[src/rtl/core/itoa_pkg.sv]
// ----------------------------------------------------------------------------
// itoa_pkg
// Shared types, character codes and small helper functions for the
// integer to ASCII converter.
// ----------------------------------------------------------------------------
package itoa_pkg;

  localparam int RADIX_W  = 5;
  localparam int DIGIT_W  = 4;
  localparam int CHAR_W   = 8;
  // Dividend bits retired per divider cycle
  localparam int DIV_BITS = 4;

  localparam logic [RADIX_W-1:0] RADIX_MIN = 5'd2;
  localparam logic [RADIX_W-1:0] RADIX_DEC = 5'd10;
  localparam logic [RADIX_W-1:0] RADIX_MAX = 5'd16;

  localparam logic [CHAR_W-1:0] CHAR_MINUS = 8'h2D;
  localparam logic [CHAR_W-1:0] CHAR_ZERO  = 8'h30;
  localparam logic [CHAR_W-1:0] CHAR_UPPER = 8'h41;

  // Controller to datapath
  typedef struct packed {
    logic load;        // capture a new number
    logic push_zero;   // push a single zero digit
    logic shift_step;  // power-of-two base: one digit by mask and shift
    logic div_start;   // start the divider on the current quotient
    logic div_push;    // push divider remainder, take its quotient
    logic emit_minus;  // load '-' into the output register
    logic pop;         // pop the top digit into the read register
    logic emit_digit;  // load the popped digit's glyph into the output register
  } itoa_cmd_t;

  // Datapath to controller
  typedef struct packed {
    logic q_zero;
    logic cnt_zero;
    logic pow2;
    logic minus;
    logic div_done;
    logic out_free;
  } itoa_sts_t;

  function automatic logic [RADIX_W-1:0] sat_radix(input logic [RADIX_W-1:0] r);
    logic [RADIX_W-1:0] res;
    res = r;
    if (r < RADIX_MIN) res = RADIX_MIN;
    if (r > RADIX_MAX) res = RADIX_MAX;
    return res;
  endfunction

  function automatic logic [CHAR_W-1:0] digit_glyph(input logic [DIGIT_W-1:0] d);
    logic [CHAR_W-1:0] res;
    if (d < 4'd10) res = CHAR_ZERO + CHAR_W'(d);
    else           res = CHAR_UPPER + CHAR_W'(d - 4'd10);
    return res;
  endfunction

  // Shift amount for a power-of-two base, zero for any other base
  function automatic logic [2:0] pow2_shift(input logic [RADIX_W-1:0] r);
    logic [2:0] res;
    case (r)
      5'd2:    res = 3'd1;
      5'd4:    res = 3'd2;
      5'd8:    res = 3'd3;
      5'd16:   res = 3'd4;
      default: res = 3'd0;
    endcase
    return res;
  endfunction

endpackage

[src/rtl/core/itoa_div.sv]
// ----------------------------------------------------------------------------
// itoa_div
// Restoring divider of a wide dividend by a base of 2 to 16, retiring
// DIV_BITS dividend bits per cycle; done pulses when the result is ready.
// ----------------------------------------------------------------------------
module itoa_div
  import itoa_pkg::*;
#(
  parameter int VALUE_BITS = 32
) (
  input  logic                  clk,
  input  logic                  rst,
  input  logic                  start,
  input  logic [VALUE_BITS-1:0] dividend,
  input  logic [RADIX_W-1:0]    divisor,
  output logic                  done,
  output logic [VALUE_BITS-1:0] quotient,
  output logic [DIGIT_W-1:0]    remainder
);

  localparam int DIV_W   = ((VALUE_BITS + DIV_BITS - 1) / DIV_BITS) * DIV_BITS;
  localparam int STEPS   = DIV_W / DIV_BITS;
  localparam int STEP_CW = $clog2(STEPS + 1);

  logic [DIV_W-1:0]   acc;
  logic [DIGIT_W-1:0] rem;
  logic [STEP_CW-1:0] cnt;
  logic               busy;
  logic [DIV_W-1:0]   acc_next;
  logic [DIGIT_W-1:0] rem_next;

  // Quotient bits enter at the bottom as dividend bits leave at the top
  always_comb begin
    logic [RADIX_W-1:0] t;
    acc_next = acc;
    rem_next = rem;
    for (int i = 0; i < DIV_BITS; i++) begin
      t        = {rem_next, acc_next[DIV_W-1]};
      acc_next = {acc_next[DIV_W-2:0], 1'b0};
      if (t >= divisor) begin
        rem_next    = DIGIT_W'(t - divisor);
        acc_next[0] = 1'b1;
      end else begin
        rem_next = t[DIGIT_W-1:0];
      end
    end
  end

  always_ff @(posedge clk) begin
    if (rst) begin
      busy <= 1'b0;
      done <= 1'b0;
      cnt  <= '0;
    end else begin
      done <= 1'b0;
      if (start) begin
        busy <= 1'b1;
        cnt  <= STEP_CW'(STEPS);
      end else if (busy) begin
        cnt <= cnt - STEP_CW'(1);
        if (cnt == STEP_CW'(1)) begin
          busy <= 1'b0;
          done <= 1'b1;
        end
      end
    end
  end

  always_ff @(posedge clk) begin
    if (start) begin
      acc <= DIV_W'(dividend);
      rem <= '0;
    end else if (busy) begin
      acc <= acc_next;
      rem <= rem_next;
    end
  end

  assign quotient  = acc[VALUE_BITS-1:0];
  assign remainder = rem;

endmodule

[src/rtl/core/itoa_dp.sv]
// ----------------------------------------------------------------------------
// itoa_dp
// Datapath: quotient and base registers, digit stack, divider and the
// output register of the character stream.
// ----------------------------------------------------------------------------
module itoa_dp
  import itoa_pkg::*;
#(
  parameter int VALUE_BITS = 32
) (
  input  logic                  clk,
  input  logic                  rst,
  input  itoa_cmd_t             cmd,
  output itoa_sts_t             sts,
  input  logic [VALUE_BITS-1:0] value,
  input  logic [RADIX_W-1:0]    radix,
  input  logic                  signed_mode,
  input  logic                  m_tready,
  output logic                  m_tvalid,
  output logic [CHAR_W-1:0]     text_char,
  output logic                  last_char
);

  localparam int CW = $clog2(VALUE_BITS + 1);
  localparam int AW = $clog2(VALUE_BITS);

  logic [VALUE_BITS-1:0] quotient;
  logic [RADIX_W-1:0]    base;
  logic [2:0]            shamt;
  logic [CW-1:0]         count;
  logic                  minus;
  logic [DIGIT_W-1:0]    stack_mem [VALUE_BITS];
  logic [DIGIT_W-1:0]    rd_digit;

  logic [RADIX_W-1:0]    eff_radix;
  logic                  negate;
  logic [DIGIT_W-1:0]    pow_digit;
  logic                  push_en;
  logic [DIGIT_W-1:0]    push_digit;
  logic [CW-1:0]         count_dec;
  logic                  div_done;
  logic [VALUE_BITS-1:0] div_quot;
  logic [DIGIT_W-1:0]    div_rem;

  assign eff_radix = sat_radix(radix);
  assign negate    = signed_mode && (eff_radix == RADIX_DEC) && value[VALUE_BITS-1];
  assign pow_digit = quotient[DIGIT_W-1:0] & (base[DIGIT_W-1:0] - 4'd1);
  assign push_en   = cmd.push_zero | cmd.shift_step | cmd.div_push;
  assign count_dec = count - CW'(1);

  always_comb begin
    push_digit = '0;
    if (cmd.shift_step)    push_digit = pow_digit;
    else if (cmd.div_push) push_digit = div_rem;
  end

  itoa_div #(
    .VALUE_BITS (VALUE_BITS)
  ) u_div (
    .clk       (clk),
    .rst       (rst),
    .start     (cmd.div_start),
    .dividend  (quotient),
    .divisor   (base),
    .done      (div_done),
    .quotient  (div_quot),
    .remainder (div_rem)
  );

  always_ff @(posedge clk) begin
    if (rst) begin
      count    <= '0;
      minus    <= 1'b0;
      quotient <= '0;
    end else begin
      if (cmd.load) begin
        count    <= '0;
        minus    <= negate;
        quotient <= negate ? ({VALUE_BITS{1'b0}} - value) : value;
      end else begin
        if (push_en)        count <= count + CW'(1);
        else if (cmd.pop)   count <= count_dec;
        if (cmd.shift_step) quotient <= quotient >> shamt;
        else if (cmd.div_push) quotient <= div_quot;
        if (cmd.emit_minus) minus <= 1'b0;
      end
    end
  end

  always_ff @(posedge clk) begin
    if (cmd.load) begin
      base  <= eff_radix;
      shamt <= pow2_shift(eff_radix);
    end
  end

  // Digit stack
  always_ff @(posedge clk) begin
    if (push_en) stack_mem[count[AW-1:0]] <= push_digit;
    if (cmd.pop) rd_digit <= stack_mem[count_dec[AW-1:0]];
  end

  // Output register
  always_ff @(posedge clk) begin
    if (rst) begin
      m_tvalid <= 1'b0;
    end else if (cmd.emit_minus || cmd.emit_digit) begin
      m_tvalid <= 1'b1;
    end else if (m_tready) begin
      m_tvalid <= 1'b0;
    end
  end

  always_ff @(posedge clk) begin
    if (cmd.emit_minus) begin
      text_char <= CHAR_MINUS;
      last_char <= 1'b0;
    end else if (cmd.emit_digit) begin
      text_char <= digit_glyph(rd_digit);
      last_char <= (count == '0);
    end
  end

  always_comb begin
    sts.q_zero   = (quotient == '0);
    sts.cnt_zero = (count == '0);
    sts.pow2     = (shamt != 3'd0);
    sts.minus    = minus;
    sts.div_done = div_done;
    sts.out_free = !m_tvalid || m_tready;
  end

endmodule

[src/rtl/core/itoa_ctrl.sv]
// ----------------------------------------------------------------------------
// itoa_ctrl
// Controller: sequences load, digit extraction, sign and digit emission.
// ----------------------------------------------------------------------------
module itoa_ctrl
  import itoa_pkg::*;
(
  input  logic      clk,
  input  logic      rst,
  input  logic      s_tvalid,
  output logic      s_tready,
  input  itoa_sts_t sts,
  output itoa_cmd_t cmd
);

  typedef enum logic [2:0] {
    S_IDLE,
    S_CHECK,
    S_DIV,
    S_SIGN,
    S_READ,
    S_EMIT
  } state_t;

  state_t state;
  state_t state_next;

  always_comb begin
    cmd        = '0;
    state_next = state;
    s_tready   = 1'b0;
    unique case (state)
      S_IDLE: begin
        s_tready = 1'b1;
        if (s_tvalid) begin
          cmd.load   = 1'b1;
          state_next = S_CHECK;
        end
      end
      S_CHECK: begin
        if (sts.q_zero) begin
          // zero still needs one digit
          if (sts.cnt_zero) cmd.push_zero = 1'b1;
          else              state_next = S_SIGN;
        end else if (sts.pow2) begin
          cmd.shift_step = 1'b1;
        end else begin
          cmd.div_start = 1'b1;
          state_next    = S_DIV;
        end
      end
      S_DIV: begin
        if (sts.div_done) begin
          cmd.div_push = 1'b1;
          state_next   = S_CHECK;
        end
      end
      S_SIGN: begin
        if (!sts.minus) begin
          state_next = S_READ;
        end else if (sts.out_free) begin
          cmd.emit_minus = 1'b1;
          state_next     = S_READ;
        end
      end
      S_READ: begin
        cmd.pop    = 1'b1;
        state_next = S_EMIT;
      end
      S_EMIT: begin
        if (sts.out_free) begin
          cmd.emit_digit = 1'b1;
          state_next     = sts.cnt_zero ? S_IDLE : S_READ;
        end
      end
      default: state_next = S_IDLE;
    endcase
  end

  always_ff @(posedge clk) begin
    if (rst) begin
      state <= S_IDLE;
    end else begin
      state <= state_next;
    end
  end

endmodule

[src/rtl/core/integer_to_ascii_radix.sv]
// ----------------------------------------------------------------------------
// integer_to_ascii_radix
// Converts a number to its ASCII digits in a base of 2 to 16.
// ----------------------------------------------------------------------------
// One number enters per transfer on the slave side and leaves as a stream of
// characters, most significant digit first, the final one marked by tlast.
// Bases below 2 or above 16 saturate; signed mode applies in base ten only
// and prefixes '-'. The block works on one number at a time: a load cycle,
// then digits by mask and shift in a power-of-two base or by the divider in
// any other base, which retires four dividend bits a cycle while busy; then a
// check that closes the digit loop and a sign step that also emits any minus,
// then a digit stack read and an output register load for each digit
// character. A stall on m_tready holds the sign and emit cycles for as long
// as it lasts.
// The next number is taken while the last character still waits on m_tready.
module integer_to_ascii_radix
  import itoa_pkg::*;
#(
  parameter int VALUE_BITS = 32
) (
  input  logic                clk,
  input  logic                rst,
  input  logic                s_tvalid,
  output logic                s_tready,
  // value, radix, signed_mode from bit 0 up; zero padded to whole bytes
  input  logic [((VALUE_BITS + RADIX_W + 1 + 7) / 8) * 8 - 1:0] s_tdata,
  output logic                m_tvalid,
  input  logic                m_tready,
  // text_char
  output logic [CHAR_W-1:0]   m_tdata,
  output logic                m_tlast
);

  localparam int RADIX_LSB = VALUE_BITS;
  localparam int SIGN_POS  = VALUE_BITS + RADIX_W;

  itoa_cmd_t cmd;
  itoa_sts_t sts;

  itoa_ctrl u_ctrl (
    .clk      (clk),
    .rst      (rst),
    .s_tvalid (s_tvalid),
    .s_tready (s_tready),
    .sts      (sts),
    .cmd      (cmd)
  );

  itoa_dp #(
    .VALUE_BITS (VALUE_BITS)
  ) u_dp (
    .clk         (clk),
    .rst         (rst),
    .cmd         (cmd),
    .sts         (sts),
    .value       (s_tdata[VALUE_BITS-1:0]),
    .radix       (s_tdata[RADIX_LSB +: RADIX_W]),
    .signed_mode (s_tdata[SIGN_POS]),
    .m_tready    (m_tready),
    .m_tvalid    (m_tvalid),
    .text_char   (m_tdata),
    .last_char   (m_tlast)
  );

  // One number at a time: no second transfer straight after an accepted one
  a_one_at_a_time: assert property (@(posedge clk) disable iff (rst)
    s_tvalid && s_tready |=> !s_tready)
    else $error("input accepted while a number is in progress");

  // A character that is not the last means more digits are still owed
  a_busy_mid_number: assert property (@(posedge clk) disable iff (rst)
    m_tvalid && !m_tlast |-> !s_tready)
    else $error("ready for input in the middle of a number");

  // The sign always precedes at least one digit
  a_minus_not_last: assert property (@(posedge clk) disable iff (rst)
    m_tvalid && (m_tdata == CHAR_MINUS) |-> !m_tlast)
    else $error("minus sign marked as last character");

  // A finished character waits for the sink
  a_out_hold: assert property (@(posedge clk) disable iff (rst)
    m_tvalid && !m_tready |=> m_tvalid && $stable(m_tdata) && $stable(m_tlast))
    else $error("output character dropped or changed while stalled");

endmodule
[config.mk]
export PLATFORM = sky130hd
export DESIGN_NAME = integer_to_ascii_radix
export DESIGN_NICKNAME = d
export VERILOG_FILES = /design/src/rtl/core/itoa_pkg.sv /design/src/rtl/core/itoa_div.sv /design/src/rtl/core/itoa_dp.sv /design/src/rtl/core/itoa_ctrl.sv /design/src/rtl/core/integer_to_ascii_radix.sv
export SDC_FILE = /design/constraint.sdc
export NUM_CORES = 1
export LEC_CHECK = 0
export BUFFER_PORTS_ARGS = -buffer_cell sky130_fd_sc_hd__buf_2
export CAP_MARGIN = 20
export CORE_ASPECT_RATIO = 1.75
export CORE_UTILIZATION = 45
export DETAILED_ROUTE_END_ITERATION = 10
export GPL_ROUTABILITY_DRIVEN = 0
export GPL_TIMING_DRIVEN = 1
export HOLD_SLACK_MARGIN = 0.1
export PLACE_DENSITY = 0.71
export SLEW_MARGIN = 20
export SYNTH_ARGS = -nofsm -noshare
export SYNTH_HDL_FRONTEND = slang
export SYNTH_SLANG_ARGS = --single-unit
[constraint.sdc]
create_clock -name clk -period 9.3 [get_ports clk]
set_input_delay 1.395 -clock clk [delete_from_list [all_inputs] [get_ports clk]]
set_output_delay 1.395 -clock clk [all_outputs]
set_load 0.1 [all_outputs]
==> flow_summary.yaml <==
synth:
  ys_types: 68
  synth_simple_gate_area_share_pct: 15.0
  synth_top_area_share_pct: 40.9
  synthMuxAreaShare_pct: 12.4
  synth_xor_area_share_pct: 3.68
  post-synth-top-area-cell: "edfxtp_1"
  syn_area_um2: 12600
  synth-adder-area-share_pct: 3.98
  ys_seq_area_share_pct: 50.6
  syn_inst: 1180
  syn_avg_cell_area_um2: 10.7
  yosysWarnings: 0
  yosysMostFrequentCell: "nand2_1"
  synth_top_family_by_area: "simple AND/OR/NAND/NOR gates"
  synth_commonest_cells: "196 x nand2_1, 172 x edfxtp_1, 114 x nor2_1, 84 x a21oi_1, 61 x dfxtp_1"
  synthFlopType: "edfxtp_1"
  synth-compound-area-share_pct: 11.3
  ys_ff_latch: 233
  synth_nets: 1261
  ys_async_sr_fraction_pct: 0
  synthTopCellsByArea: "edfxtp_1 41%, dfxtp_1 9.7%, mux4_2 7.5%, nand2_1 5.8%, nor2_1 3.4%"
  synth_edf_count: 172
setup_path:
  cp-start-kind: "flip-flop"
  arrival_ps: 7060
  crit_fanout: 8
  path_class: "reg -> reg"
  crit_required_ps: 9740
  critPathCaptureType: "flip-flop"
route:
  wl_per_cell_um: 20.6
  dr.pass1.iters: 7
  detail-route-antenna-nets: 0
  drtIter0Drc: 526
  drc: 0
  num_vias: 9327
  vias_per_cell: 5.85
  routed_wl_um: 32900
sta:
  maxSlewHeadroom_pct: 30.1
  fin_crit_ps: 6620
  fin_setup_tns_ps: 0
  setup_viol_count_final: 0
  max_freq_mhz: 151
  rsz0062_at_grt: "no"
  finClkSkew_ps: 23.0
  hold_ws_ps: 471
  worst_slew_pin_slew_ps: 1040
  period_share_pct: 71.2
  slew_violations: 0
  hold_viol: 0
pwr:
  p_total_mw: 3.37
  p_sw_share_pct: 34.6
  p_int_mw: 2.21
  p_leak_nw: 5.13
  combinationalPowerShare_pct: 35.6
  peakVddDrop_mv: 0.218
  p_per_area_nw_per_um2: 242
  seqPwrFrac_pct: 37.3
  p_sw_mw: 1.17
  pwr-share-clk_pct: 27.1
clock_tree:
  cts_sinks: 233
  numCtsBuffers: 23
  cts_tree: "yes"
  htree_levels: 1
  root_buffer: "clkbuf_16"
  clock_latency_ps: 530
  post_cts_buffers: 0
  clk_pin_slew_ps: 70
  clock_path_buffers: 3
  cts_resized: 0
  cts_hold_buf: 0
die:
  die_x_um: 129
  io_pins: 55
  die-area_um2: 28700
  start_util_pct: 46.0
  placementRows: 80
  die_height_um: 224
  core_area_um2: 27400
global_route:
  grt-ovfl-total: 0
  grt_start_max_net_pins: 43
  grt_usage_pct: 23.6
  grt_pass1_vias: 9502
  grt_pass1_wl_um: 51500
  antenna_found_initial: 10
placed_design:
  numPortBuffers: 51
  dpl.hpwl_um: 23600
layout:
  areaGrowthSynthToFinish_pct: 10.6
  register_area_um2: 6390
  multi_input_area_um2: 5860
  fillers: 2510
  nets: 1286
  layout-drive-gt1-share_pct: 14.8
run:
  drv_cap: 0
worst_hold_path:
  worstHoldPathType: "reg -> reg"
run_status:
  outcome: "finished clean"
[metrics by stage]
stage	utilization [%]	cell area (um^2)	instances	setup slack, ps
floorplan	-	12600	1180	3780
global placement	48.1	13200	1548	2920
detailed placement	48.1	13200	1548	2750
CTS	50.8	13900	1589	2650
global route	50.9	14000	1593	2010
finish	50.9	14000	1595	2680
[registers in the layout, summed over array words and instances (netlist names)]
register and count:
u_dp.rd_digit 4, u_dp.u_div.busy 1, u_dp.u_div.remainder 4, u_dp.shamt 3, u_dp.text_char 7, u_dp.minus 1
u_dp.u_div.quotient 32, u_dp.last_char 1, u_dp.quotient 32, u_dp.stack_mem 128, u_dp.m_tvalid 1, u_dp.base 5
u_dp.count 6, u_dp.u_div.cnt 4, u_dp.u_div.done 1, u_ctrl.state 3
[kinds of logic after synthesis]
kind of cell | count (synthesis)
DFF | 233
xor gates and xnor gates | 53
adders and majority gates | 38
AOI/OAI and AO/OA | 228
muxes | 102
buffers and inverters | 98
and+or+nand+nor | 427
other | 1
[power groups by stage]
stage          logic [mW]  registers (mW)  clock network, mW
3_5_place_dp         1.19            1.28                  0
2_1_floorplan       0.909            1.29                  0
4_1_cts              1.20            1.26              0.933
3_3_place_gp         1.17            1.28                  0
6_report             1.20            1.26              0.914
5_1_grt              1.35            1.26              0.965
[layer usage]
metal / wire [um] / part of all wire [%] / GRT usage (%)
met3: 1800 / 5.5 / 3.99
met1: 11200 / 34 / 23.7
met5: 40 / 0.12 / 0
met4: 2190 / 6.7 / 15.1
met2: 17700 / 54 / 43.9
[worst max-delay path, cell delays in order, from the launching register on]
cell and delay (ps):
edfxtp_1 500, inv_1 310, ha_1 320, a211oi_1 390, o21bai_1 130, a21oi_1 390
mux2_2 400, ha_1 350, a21o_1 130, a31oi_1 40, o21ai_1 500, mux2_2 440
inv_1 70, ha_1 160, a21o_1 120, a31oi_1 40, o21ai_1 510, a21oi_1 260
ha_1 350, o21ai_0 100, o2bb2ai_1 130, o21ai_1 500, o21ai_0 150, a211oi_1 260
[final timing paths]
kind	from	end	slack, ps	cells past startpoint
worst max-delay path	u_dp.base[1]	u_dp.u_div.remainder[0]	2680	23
worst min register to register	u_dp.minus	u_dp.minus	470	2
worst min-delay path	u_dp.minus	u_dp.minus	470	2
worst max register to register	u_dp.base[1]	u_dp.u_div.remainder[0]	2680	23
[layout make-up]
cell class / count / area share, %
Antenna cell: 5 / 0.0896
Clock buffer: 26 / 4.20
Clock inverter: 15 / 1.04
Inverter: 31 / 0.834
Multi-Input combinational cell: 849 / 42.0
Sequential cell: 233 / 45.8
Tap cell: 369 / 3.31
Timing Repair Buffer: 67 / 2.74
[cell usage in the layout (no fill, tap or decap), types with 4 or more instances in the layout]
master and count:
mux4_2 42, clkbuf_16 23, xnor2_1 34, fa_1 4, a21oi_1 84, ha_1 33
a211oi_1 25, inv_1 29, xor2_1 19, nor3_1 22, buf_2 51, nor2_1 113
nand3_1 24, diode_2 5, mux2_2 19, o211ai_1 15, nand2_1 196, clkinv_1 5
buf_4 15, nor4b_1 4, o22ai_1 6, nor2b_1 8, clkinv_2 4, o31ai_1 4
mux2i_1 41, o41ai_1 4, a21o_1 6, nor4_1 14, edfxtp_1 172, a31oi_1 7
o21ai_0 47, nand4_1 7, nand2b_1 9, dfxtp_1 60, or2_2 4
(Power assumes the default switching activity.)
